[src/rtl/fixed_block_pool_allocator_macros.svh]
// ----------------------------------------------------------------------------
// fixed block pool allocator assertion macros
// shared concurrent assertion forms used by the rtl files
// ----------------------------------------------------------------------------
`ifndef FIXED_BLOCK_POOL_ALLOCATOR_MACROS_SVH
`define FIXED_BLOCK_POOL_ALLOCATOR_MACROS_SVH

// condition holds at every clock edge outside reset
`define FBPA_ASSERT_ALWAYS(label, clk, rst_n, cond) \
	label: assert property (@(posedge clk) disable iff (!rst_n) (cond)) \
		else $error("fbpa assertion failed");

// antecedent implies consequent in the same cycle
`define FBPA_ASSERT_SAME(label, clk, rst_n, ante, cons) \
	label: assert property (@(posedge clk) disable iff (!rst_n) (ante) |-> (cons)) \
		else $error("fbpa assertion failed");

// antecedent implies consequent in the next cycle
`define FBPA_ASSERT_NEXT(label, clk, rst_n, ante, cons) \
	label: assert property (@(posedge clk) disable iff (!rst_n) (ante) |=> (cons)) \
		else $error("fbpa assertion failed");

`endif

[src/rtl/fbpa_pkg.sv]
// ----------------------------------------------------------------------------
// fbpa_pkg
// request and response types, command, status and register codes of the
// fixed block pool allocator
// ----------------------------------------------------------------------------
`default_nettype none

package fbpa_pkg;

	// request payload
	typedef struct packed {
		logic [1:0] command;
		logic [7:0] block_index;
	} in_t;

	// response payload
	typedef struct packed {
		logic [1:0]  status;
		logic [7:0]  given_index;
		logic [31:0] given_address;
		logic [8:0]  blocks_free;
	} out_t;

	// commands
	localparam logic [1:0] CMD_ALLOC  = 2'd0;
	localparam logic [1:0] CMD_FREE   = 2'd1;
	localparam logic [1:0] CMD_REINIT = 2'd2;

	// status codes
	localparam logic [1:0] STAT_OK     = 2'd0;
	localparam logic [1:0] STAT_EMPTY  = 2'd1;
	localparam logic [1:0] STAT_REJECT = 2'd2;

	// register indexes
	localparam logic [1:0] REG_POOL_BASE   = 2'd0;
	localparam logic [1:0] REG_BLOCK_BYTES = 2'd1;
	localparam logic [1:0] REG_BLOCK_COUNT = 2'd2;

	// register reset values
	localparam logic [31:0] POOL_BASE_RST   = 32'd0;
	localparam logic [15:0] BLOCK_BYTES_RST = 16'd4;
	localparam logic [8:0]  BLOCK_COUNT_RST = 9'd256;
	localparam int          COUNT_RESET     = 256;

	// block size rounding to a multiple of four
	localparam logic [16:0] ROUND_ADD = 17'h00003;

	// shared adder operations
	typedef logic [1:0] alu_op_t;
	localparam alu_op_t ALU_ADD = 2'd0;
	localparam alu_op_t ALU_INC = 2'd1;
	localparam alu_op_t ALU_DEC = 2'd2;

	typedef struct packed {
		alu_op_t     op;
		logic [31:0] a;
		logic [31:0] b;
	} alu_req_t;

endpackage

`default_nettype wire

[src/rtl/fbpa_alu.sv]
// ----------------------------------------------------------------------------
// fbpa_alu
// shared 32-bit adder: address accumulation, walk index and free count steps
// ----------------------------------------------------------------------------
`default_nettype none

module fbpa_alu (
	input  fbpa_pkg::alu_req_t req,
	output logic [31:0]        y
);
	import fbpa_pkg::*;

	// operand selection into one adder
	always_comb begin
		case (req.op)
			ALU_ADD: y = req.a + req.b;
			ALU_INC: y = req.a + 32'd1;
			ALU_DEC: y = req.a + 32'hFFFF_FFFF;
			default: y = req.a;
		endcase
	end

endmodule

`default_nettype wire

[src/rtl/fbpa_link_mem.sv]
// ----------------------------------------------------------------------------
// fbpa_link_mem
// free list link store, one write and one registered read port
// ----------------------------------------------------------------------------
`default_nettype none

module fbpa_link_mem #(
	parameter int DEPTH = 256,
	parameter int AW    = 8,
	parameter int DW    = 9
) (
	input  logic          clk,
	input  logic          we,
	input  logic [AW-1:0] waddr,
	input  logic [DW-1:0] wdata,
	input  logic          re,
	input  logic [AW-1:0] raddr,
	output logic [DW-1:0] rdata
);
	logic [DW-1:0] mem_q [DEPTH];
	logic [DW-1:0] rdata_q;

	// write port
	always_ff @(posedge clk) begin
		if (we) begin
			mem_q[waddr] <= wdata;
		end
	end

	// registered read, held until the next read
	always_ff @(posedge clk) begin
		if (re) begin
			rdata_q <= mem_q[raddr];
		end
	end

	assign rdata = rdata_q;

endmodule

`default_nettype wire

[src/rtl/fixed_block_pool_allocator.sv]
// allocate: multiply state, a shift-and-add address multiply on the shared
//   adder (one index bit a cycle), then count and done; free: count, then done
// empty, rejected and undefined commands: done; reinitialise: walk, one link
//   store entry written a cycle, then done (done at once for zero blocks)
// after reset the link store is relinked over min(256, MAX_BLOCKS) entries,
//   during which no request is taken; one request is in flight at a time
// ----------------------------------------------------------------------------
// fixed_block_pool_allocator
// fixed-size block pool kept as a lifo free list of block indices with a
// link store, a list head and a free count
// ----------------------------------------------------------------------------
`default_nettype none

`include "fixed_block_pool_allocator_macros.svh"

module fixed_block_pool_allocator #(
	parameter int MAX_BLOCKS = 256
) (
	input  logic             clk,
	input  logic             arst_n,
	input  logic             cfg_en,
	input  logic [1:0]       cfg_index,
	input  logic [31:0]      cfg_data,
	input  logic             in_valid,
	output logic             in_stall,
	input  fbpa_pkg::in_t    in_data,
	output logic             out_valid,
	input  logic             out_stall,
	output fbpa_pkg::out_t   out_data
);
	import fbpa_pkg::*;

	localparam int IW      = $clog2(MAX_BLOCKS);
	localparam int CW      = $clog2(MAX_BLOCKS + 1);
	localparam int EW      = (CW > 8) ? CW : 8;
	localparam int RESET_N = (COUNT_RESET > MAX_BLOCKS) ? MAX_BLOCKS : COUNT_RESET;
	localparam logic [CW-1:0] NULL_LINK = CW'(MAX_BLOCKS);

	// sequencer states
	localparam logic [2:0] ST_IDLE  = 3'd0;
	localparam logic [2:0] ST_WALK  = 3'd1;
	localparam logic [2:0] ST_MUL   = 3'd2;
	localparam logic [2:0] ST_COUNT = 3'd3;
	localparam logic [2:0] ST_DONE  = 3'd4;

	logic [31:0]   pool_base_q;
	logic [15:0]   block_bytes_q;
	logic [8:0]    block_count_q;

	logic [2:0]    state_q;
	logic          boot_q;
	logic [1:0]    cmd_q;
	logic [1:0]    status_q;
	logic [CW-1:0] head_q;
	logic [CW-1:0] free_q;
	logic [CW-1:0] active_q;
	logic [CW-1:0] idx_q;
	logic [CW-1:0] walk_n_q;
	logic [IW-1:0] mul_q;
	logic [31:0]   acc_q;
	logic [31:0]   sz_q;
	logic [7:0]    gidx_q;
	logic          out_valid_q;
	out_t          out_q;

	logic          accept;
	logic          alloc_empty;
	logic          free_bad;
	logic [EW-1:0] idx_ext;
	logic [CW-1:0] n_clamp;
	logic [16:0]   sz_sum;
	logic [31:0]   sz_round;
	logic [CW-1:0] nxt;
	logic [IW-1:0] mul_nxt;
	logic          out_free;

	alu_req_t      alu_req;
	logic [31:0]   alu_y;

	logic          mem_we;
	logic [IW-1:0] mem_waddr;
	logic [CW-1:0] mem_wdata;
	logic          mem_re;
	logic [CW-1:0] link_rd;

	// request decode
	assign accept      = in_valid && !in_stall;
	assign in_stall    = (state_q != ST_IDLE);
	assign alloc_empty = (free_q == '0) || (head_q >= NULL_LINK);
	assign idx_ext     = EW'(in_data.block_index);
	assign free_bad    = (free_q >= active_q) || (idx_ext >= EW'(active_q));
	assign n_clamp     = (32'(block_count_q) > 32'(MAX_BLOCKS)) ? CW'(MAX_BLOCKS)
	                                                            : CW'(block_count_q);
	assign sz_sum      = {1'b0, block_bytes_q} + ROUND_ADD;
	assign sz_round    = {15'd0, sz_sum[16:2], 2'b00};
	assign nxt         = alu_y[CW-1:0];
	assign mul_nxt     = mul_q >> 1;
	assign out_free    = !out_valid_q || !out_stall;

	// shared adder operand selection
	always_comb begin
		alu_req.op = ALU_ADD;
		alu_req.a  = acc_q;
		alu_req.b  = sz_q;
		case (state_q)
			ST_WALK: begin
				alu_req.op = ALU_INC;
				alu_req.a  = 32'(idx_q);
			end
			ST_COUNT: begin
				alu_req.op = (cmd_q == CMD_ALLOC) ? ALU_DEC : ALU_INC;
				alu_req.a  = 32'(free_q);
			end
			default: begin
				alu_req.op = ALU_ADD;
			end
		endcase
	end

	fbpa_alu u_alu (
		.req (alu_req),
		.y   (alu_y)
	);

	// link store access
	always_comb begin
		mem_we    = 1'b0;
		mem_waddr = idx_q[IW-1:0];
		mem_wdata = (nxt < walk_n_q) ? nxt : NULL_LINK;
		mem_re    = accept && (in_data.command == CMD_ALLOC);
		if (state_q == ST_WALK) begin
			mem_we = 1'b1;
		end else if (accept && (in_data.command == CMD_FREE) && !free_bad) begin
			mem_we    = 1'b1;
			mem_waddr = idx_ext[IW-1:0];
			mem_wdata = head_q;
		end
	end

	fbpa_link_mem #(
		.DEPTH (MAX_BLOCKS),
		.AW    (IW),
		.DW    (CW)
	) u_link_mem (
		.clk   (clk),
		.we    (mem_we),
		.waddr (mem_waddr),
		.wdata (mem_wdata),
		.re    (mem_re),
		.raddr (head_q[IW-1:0]),
		.rdata (link_rd)
	);

	// configuration registers
	always_ff @(posedge clk or negedge arst_n) begin
		if (!arst_n) begin
			pool_base_q   <= POOL_BASE_RST;
			block_bytes_q <= BLOCK_BYTES_RST;
			block_count_q <= BLOCK_COUNT_RST;
		end else if (cfg_en) begin
			case (cfg_index)
				REG_POOL_BASE:   pool_base_q   <= cfg_data;
				REG_BLOCK_BYTES: block_bytes_q <= cfg_data[15:0];
				REG_BLOCK_COUNT: block_count_q <= cfg_data[8:0];
				default: begin
				end
			endcase
		end
	end

	// sequencer and list state
	always_ff @(posedge clk or negedge arst_n) begin
		if (!arst_n) begin
			state_q     <= ST_WALK;
			boot_q      <= 1'b1;
			cmd_q       <= CMD_ALLOC;
			status_q    <= STAT_OK;
			head_q      <= '0;
			free_q      <= CW'(RESET_N);
			active_q    <= CW'(RESET_N);
			idx_q       <= '0;
			walk_n_q    <= CW'(RESET_N);
			out_valid_q <= 1'b0;
		end else begin
			// response handshake
			if ((state_q == ST_DONE) && out_free) begin
				out_valid_q <= 1'b1;
			end else if (out_valid_q && !out_stall) begin
				out_valid_q <= 1'b0;
			end
			case (state_q)
				ST_IDLE: begin
					if (accept) begin
						cmd_q <= in_data.command;
						case (in_data.command)
							CMD_ALLOC: begin
								if (alloc_empty) begin
									status_q <= STAT_EMPTY;
									state_q  <= ST_DONE;
								end else begin
									status_q <= STAT_OK;
									state_q  <= ST_MUL;
								end
							end
							CMD_FREE: begin
								if (free_bad) begin
									status_q <= STAT_REJECT;
									state_q  <= ST_DONE;
								end else begin
									status_q <= STAT_OK;
									head_q   <= idx_ext[CW-1:0];
									state_q  <= ST_COUNT;
								end
							end
							CMD_REINIT: begin
								status_q <= STAT_OK;
								if (n_clamp == '0) begin
									head_q   <= NULL_LINK;
									free_q   <= '0;
									active_q <= '0;
									state_q  <= ST_DONE;
								end else begin
									idx_q    <= '0;
									walk_n_q <= n_clamp;
									state_q  <= ST_WALK;
								end
							end
							default: begin
								status_q <= STAT_REJECT;
								state_q  <= ST_DONE;
							end
						endcase
					end
				end
				ST_WALK: begin
					idx_q <= nxt;
					if (nxt >= walk_n_q) begin
						head_q   <= '0;
						free_q   <= walk_n_q;
						active_q <= walk_n_q;
						boot_q   <= 1'b0;
						state_q  <= boot_q ? ST_IDLE : ST_DONE;
					end
				end
				ST_MUL: begin
					if (mul_nxt == '0) begin
						state_q <= ST_COUNT;
					end
				end
				ST_COUNT: begin
					free_q <= alu_y[CW-1:0];
					if (cmd_q == CMD_ALLOC) begin
						head_q <= link_rd;
					end
					state_q <= ST_DONE;
				end
				ST_DONE: begin
					if (out_free) begin
						state_q <= ST_IDLE;
					end
				end
				default: begin
					state_q <= ST_IDLE;
				end
			endcase
		end
	end

	// address datapath: shift-and-add of index times rounded size
	always_ff @(posedge clk) begin
		case (state_q)
			ST_IDLE: begin
				if (accept) begin
					if ((in_data.command == CMD_ALLOC) && !alloc_empty) begin
						acc_q  <= pool_base_q;
						gidx_q <= 8'(head_q);
					end else begin
						acc_q  <= '0;
						gidx_q <= '0;
					end
					sz_q  <= sz_round;
					mul_q <= head_q[IW-1:0];
				end
			end
			ST_MUL: begin
				if (mul_q[0]) begin
					acc_q <= alu_y;
				end
				sz_q  <= sz_q << 1;
				mul_q <= mul_nxt;
			end
			default: begin
			end
		endcase
	end

	// response register
	always_ff @(posedge clk) begin
		if ((state_q == ST_DONE) && out_free) begin
			out_q.status        <= status_q;
			out_q.given_index   <= gidx_q;
			out_q.given_address <= acc_q;
			out_q.blocks_free   <= 9'(free_q);
		end
	end

	assign out_valid = out_valid_q;
	assign out_data  = out_q;

	// checks
	`FBPA_ASSERT_NEXT(a_accept_leaves_idle, clk, arst_n, accept, state_q != ST_IDLE)
	`FBPA_ASSERT_SAME(a_free_within_pool, clk, arst_n, state_q == ST_IDLE, free_q <= active_q)
	`FBPA_ASSERT_SAME(a_boot_no_response, clk, arst_n, boot_q, !out_valid_q)
	`FBPA_ASSERT_SAME(a_mul_only_alloc, clk, arst_n, state_q == ST_MUL, cmd_q == CMD_ALLOC)

endmodule

`default_nettype wire
[config.mk]
export PLATFORM = sky130hd
export DESIGN_NAME = fixed_block_pool_allocator
export DESIGN_NICKNAME = d
export VERILOG_FILES = /design/src/rtl/fbpa_pkg.sv /design/src/rtl/fbpa_alu.sv /design/src/rtl/fbpa_link_mem.sv /design/src/rtl/fixed_block_pool_allocator.sv
export VERILOG_INCLUDE_DIRS = /design/src /design/src/rtl
export SDC_FILE = /design/constraint.sdc
export NUM_CORES = 2
export LEC_CHECK = 0
export BUFFER_PORTS_ARGS = -buffer_cell sky130_fd_sc_hd__buf_2
export CORE_ASPECT_RATIO = 0.8
export CORE_MARGIN = 1
export CORE_UTILIZATION = 30
export CTS_CLUSTER_SIZE = 25
export DETAILED_ROUTE_END_ITERATION = 7
export GPL_TIMING_DRIVEN = 0
export HOLD_SLACK_MARGIN = 0.03
export PLACE_DENSITY_LB_ADDON = 0.2
export SYNTH_ARGS = -nofsm -noshare
export SYNTH_HDL_FRONTEND = slang
export SYNTH_SLANG_ARGS = --single-unit
[constraint.sdc]
create_clock -name clk -period 13.5 [get_ports clk]
set_clock_uncertainty 0.05 [all_clocks]
set_input_delay 2.7 -clock clk [delete_from_list [all_inputs] [get_ports clk]]
set_output_delay 2.7 -clock clk [all_outputs]
set_load 0.02 [all_outputs]
==> flow_metrics.py <==
metrics = {
    "route": {
        "ant_nets": 0,
        "via_per_inst": 5.27,
        "dr.pass1.iters": 6,
        "wirelength_mm": 324,
        "met3_length_mm": 23.9,
        "drc": 0,
        "top_layer": "met5",
        "wire_per_inst_um": 31.5,
        "first_iter_violations": 6598,
        "met1_length_mm": 150,
        "wl_met2_mm": 143,
        "num_vias": 54084,
    },
    "global_routing": {
        "grt_antenna_before_repair": 28,
        "grt_use_total_pct": 18.3,
        "grt_max_degree": 93,
        "grt_pass1_wl_mm": 444,
        "grt_pass1_vias": 53674,
        "grt-ovfl-total": 0,
    },
    "yosys": {
        "ys_async_sr_fraction_pct": 4.35,
        "synth_top_area_share_pct": 70.9,
        "synth_top_area_cell": "edfxtp_1",
        "synthTopCellsByArea": "edfxtp_1, mux4_2, dfrtp_1, nor2_1, ha_1",
        "ys_seq_area_share_pct": 73.6,
        "synth_flop_cell": "edfxtp_1",
        "ys.warnings.count": 0,
        "synth_most_common_cell": "edfxtp_1",
        "synthCells": 5086,
        "syn_area_per_cell_um2": 20.3,
        "ys_top_cells_by_count": "edfxtp_1, mux4_2, nor2_1, clkbuf_1, nand2_1",
        "syn_area_um2": 103000,
        "synth_fp_nets": 5224,
        "ys_seq_elements": 2553,
        "ys_types": 76,
        "synth-edff-count": 2442,
    },
    "clock_network": {
        "h-tree-depth": 5,
        "cts_max_path_buffers": 4,
        "clkSlewWorstSetupHoldPaths_ns": 0.06,
        "cts-resized-gates": 0,
        "cts_hold_buf": 0,
        "cts-root-buf": "clkbuf_16",
        "clkLatencyLatePin_ns": 0.87,
        "clock_sinks": 2553,
        "numCtsBuffers": 267,
        "cts_setup_buffers": 0,
        "cts_tree": "done",
    },
    "worst_setup_path": {
        "ff2ff_setup_slack_ns": 4.69,
        "start_kind": "flop",
        "criticalPathCategory": "reg -> reg",
        "crit-reg2reg-launch": "state_q[0]",
        "crit_arrival_ns": 9.34,
        "r2r_cells": 23,
        "critPathCaptureType": "flop",
        "reg2reg_to": "u_link_mem.mem_q[78][3]",
        "worstPathRequired_ns": 14.03,
        "cp_max_fo": 84,
    },
    "final_layout": {
        "area_growth_pct": 15.4,
        "fin_nets": 5636,
        "drive_gt1_share_pct": 26.1,
    },
    "timing": {
        "tightest_slew_ns": 1.48,
        "rsz0062_at_grt": "false",
        "fmax_ghz": 0.114,
        "slew-limit-headroom_pct": 1.26,
        "finalCriticalPeriod_ns": 8.81,
        "hold_viol": 0,
        "min_period_over_period_pct": 65.2,
        "setup_violations": 0,
        "drv_slew": 0,
        "postLayoutSetupSlackWorst_ns": 4.69,
    },
    "run_status": {
        "outcome": "complete, no violations",
    },
    "worst_hold_path": {
        "whs_endpoint": "out_data[43]",
        "hold_path_class": "reg -> reg",
        "hp-start": "gidx_q[2]",
        "hold_depth": 0,
    },
    "floorplan": {
        "die-area_um2": 347000,
        "fp-row-count": 192,
        "core_um2": 343000,
        "dieWidth_um": 659,
        "fp.dieH_um": 527,
        "start_util_pct": 30.2,
        "io_pins": 102,
    },
    "place": {
        "place_congestion": 0.859,
        "portBuffers": 99,
        "hpwl_mm": 223,
        "dp_worst_setup_slack_ns": 4.26,
    },
    "job": {
        "cap_violations": 0,
    },
}
worst max-delay path by stage:
stage	start	endpoint	slack [ns]	cells past startpoint
3_3_place_gp	state_q[1]	u_link_mem.mem_q[90][8]	-4.27	22
3_5_place_dp	state_q[1]	u_link_mem.mem_q[205][3]	4.26	25
4_1_cts	state_q[1]	u_link_mem.mem_q[223][3]	4.24	25
6_report	state_q[0]	u_link_mem.mem_q[78][3]	4.69	23
2_1_floorplan	state_q[1]	u_link_mem.mem_q[0][8]	3.33	22
5_1_grt	state_q[0]	u_link_mem.mem_q[78][3]	4.27	23
registers in the layout, indices dropped and copies added, names as in the netlist, 2 cells and up:
register,count
state_q,3
mul_q,8
head_q,9
status_q,2
free_q,9
gidx_q,8
u_link_mem.rdata,9
idx_q,9
walk_n_q,9
active_q,9
out_data,51
acc_q,32
sz_q,30
u_link_mem.mem_q,2304
block_bytes_q,16
cmd_q,2
pool_base_q,32
block_count_q,9
routing by layer:
layer  track usage, %  vias to the layer above
met5                0                        -
met4             4.25                        4
met3             3.16                      401
met2             27.2                     2075
met1             27.9                    29661
li1                 -                    21943
stage by stage:
step | hold slack [ns] | setup TNS, ns | util [%] | std cells | cell area, µm²
after floorplan | 0.350 | 0 | - | 5086 | 103000
after global placement | 0.358 | -6353.13 | 32.0 | 9744 | 110000
after detailed placement | 0.358 | 0 | 32.4 | 9787 | 111000
after CTS | 0.367 | 0 | 34.8 | 10251 | 119000
after global routing | 0.368 | 0 | 34.9 | 10256 | 119000
final | 0.364 | 0 | 34.9 | 10262 | 119000
cells by family after synthesis:
group                    share of synthesized area, %
adder cells (fa/ha/maj)                          1.09
flip-flops                                       73.6
XOR/XNOR                                        0.482
buffers and inverters                            1.34
AND/OR/NAND/NOR                                  3.34
multiplexers                                     17.3
AO/OA/AOI/OAI                                    2.90
final cells by class:
type                       count  area [µm²]
sequential                  2553       76100
timing repair buffer         143        1560
clock inverter               129        1260
inverter                      58         218
antenna                       10        25.0
clock buffer                 335        7200
tap                         4559        5700
multi-input combinational   2192       26100
buffer                       283        1210
fill                       32166      223000
worst max-delay path, cell delays in order (launching register included):
cell and delay (ns):
dfstp_2 0.59, nor2b_1 0.32, clkbuf_1 0.51, buf_1 0.80
nand2_1 0.17, ha_1 0.46, ha_1 0.48, and4_1 0.20
o21ai_0 0.11, o21ba_2 0.28, o21ai_0 0.26, xnor2_1 0.16
o221ai_1 0.13, o21ai_0 0.36, inv_1 0.21, ha_1 0.35
a21o_1 0.16, a21oi_1 0.18, nor3b_1 0.27, a21oi_1 0.21
nor2_1 0.68, a22o_4 0.79, buf_16 0.33, buf_16 0.32
placed cells by master (no fill, tap or decap), drive strengths merged, types with 87 or more instances in the layout:
cell    count
nand2     170
ha         87
clkinv     91
buf       255
clkbuf    506
mux4      756
edfxtp   2442
dfrtp     104
a21oi     103
o21ai     103
nor2      339
Power is not shown: default switching activity piles up to over one toggle a cycle in this logic, so the estimate is an artifact.
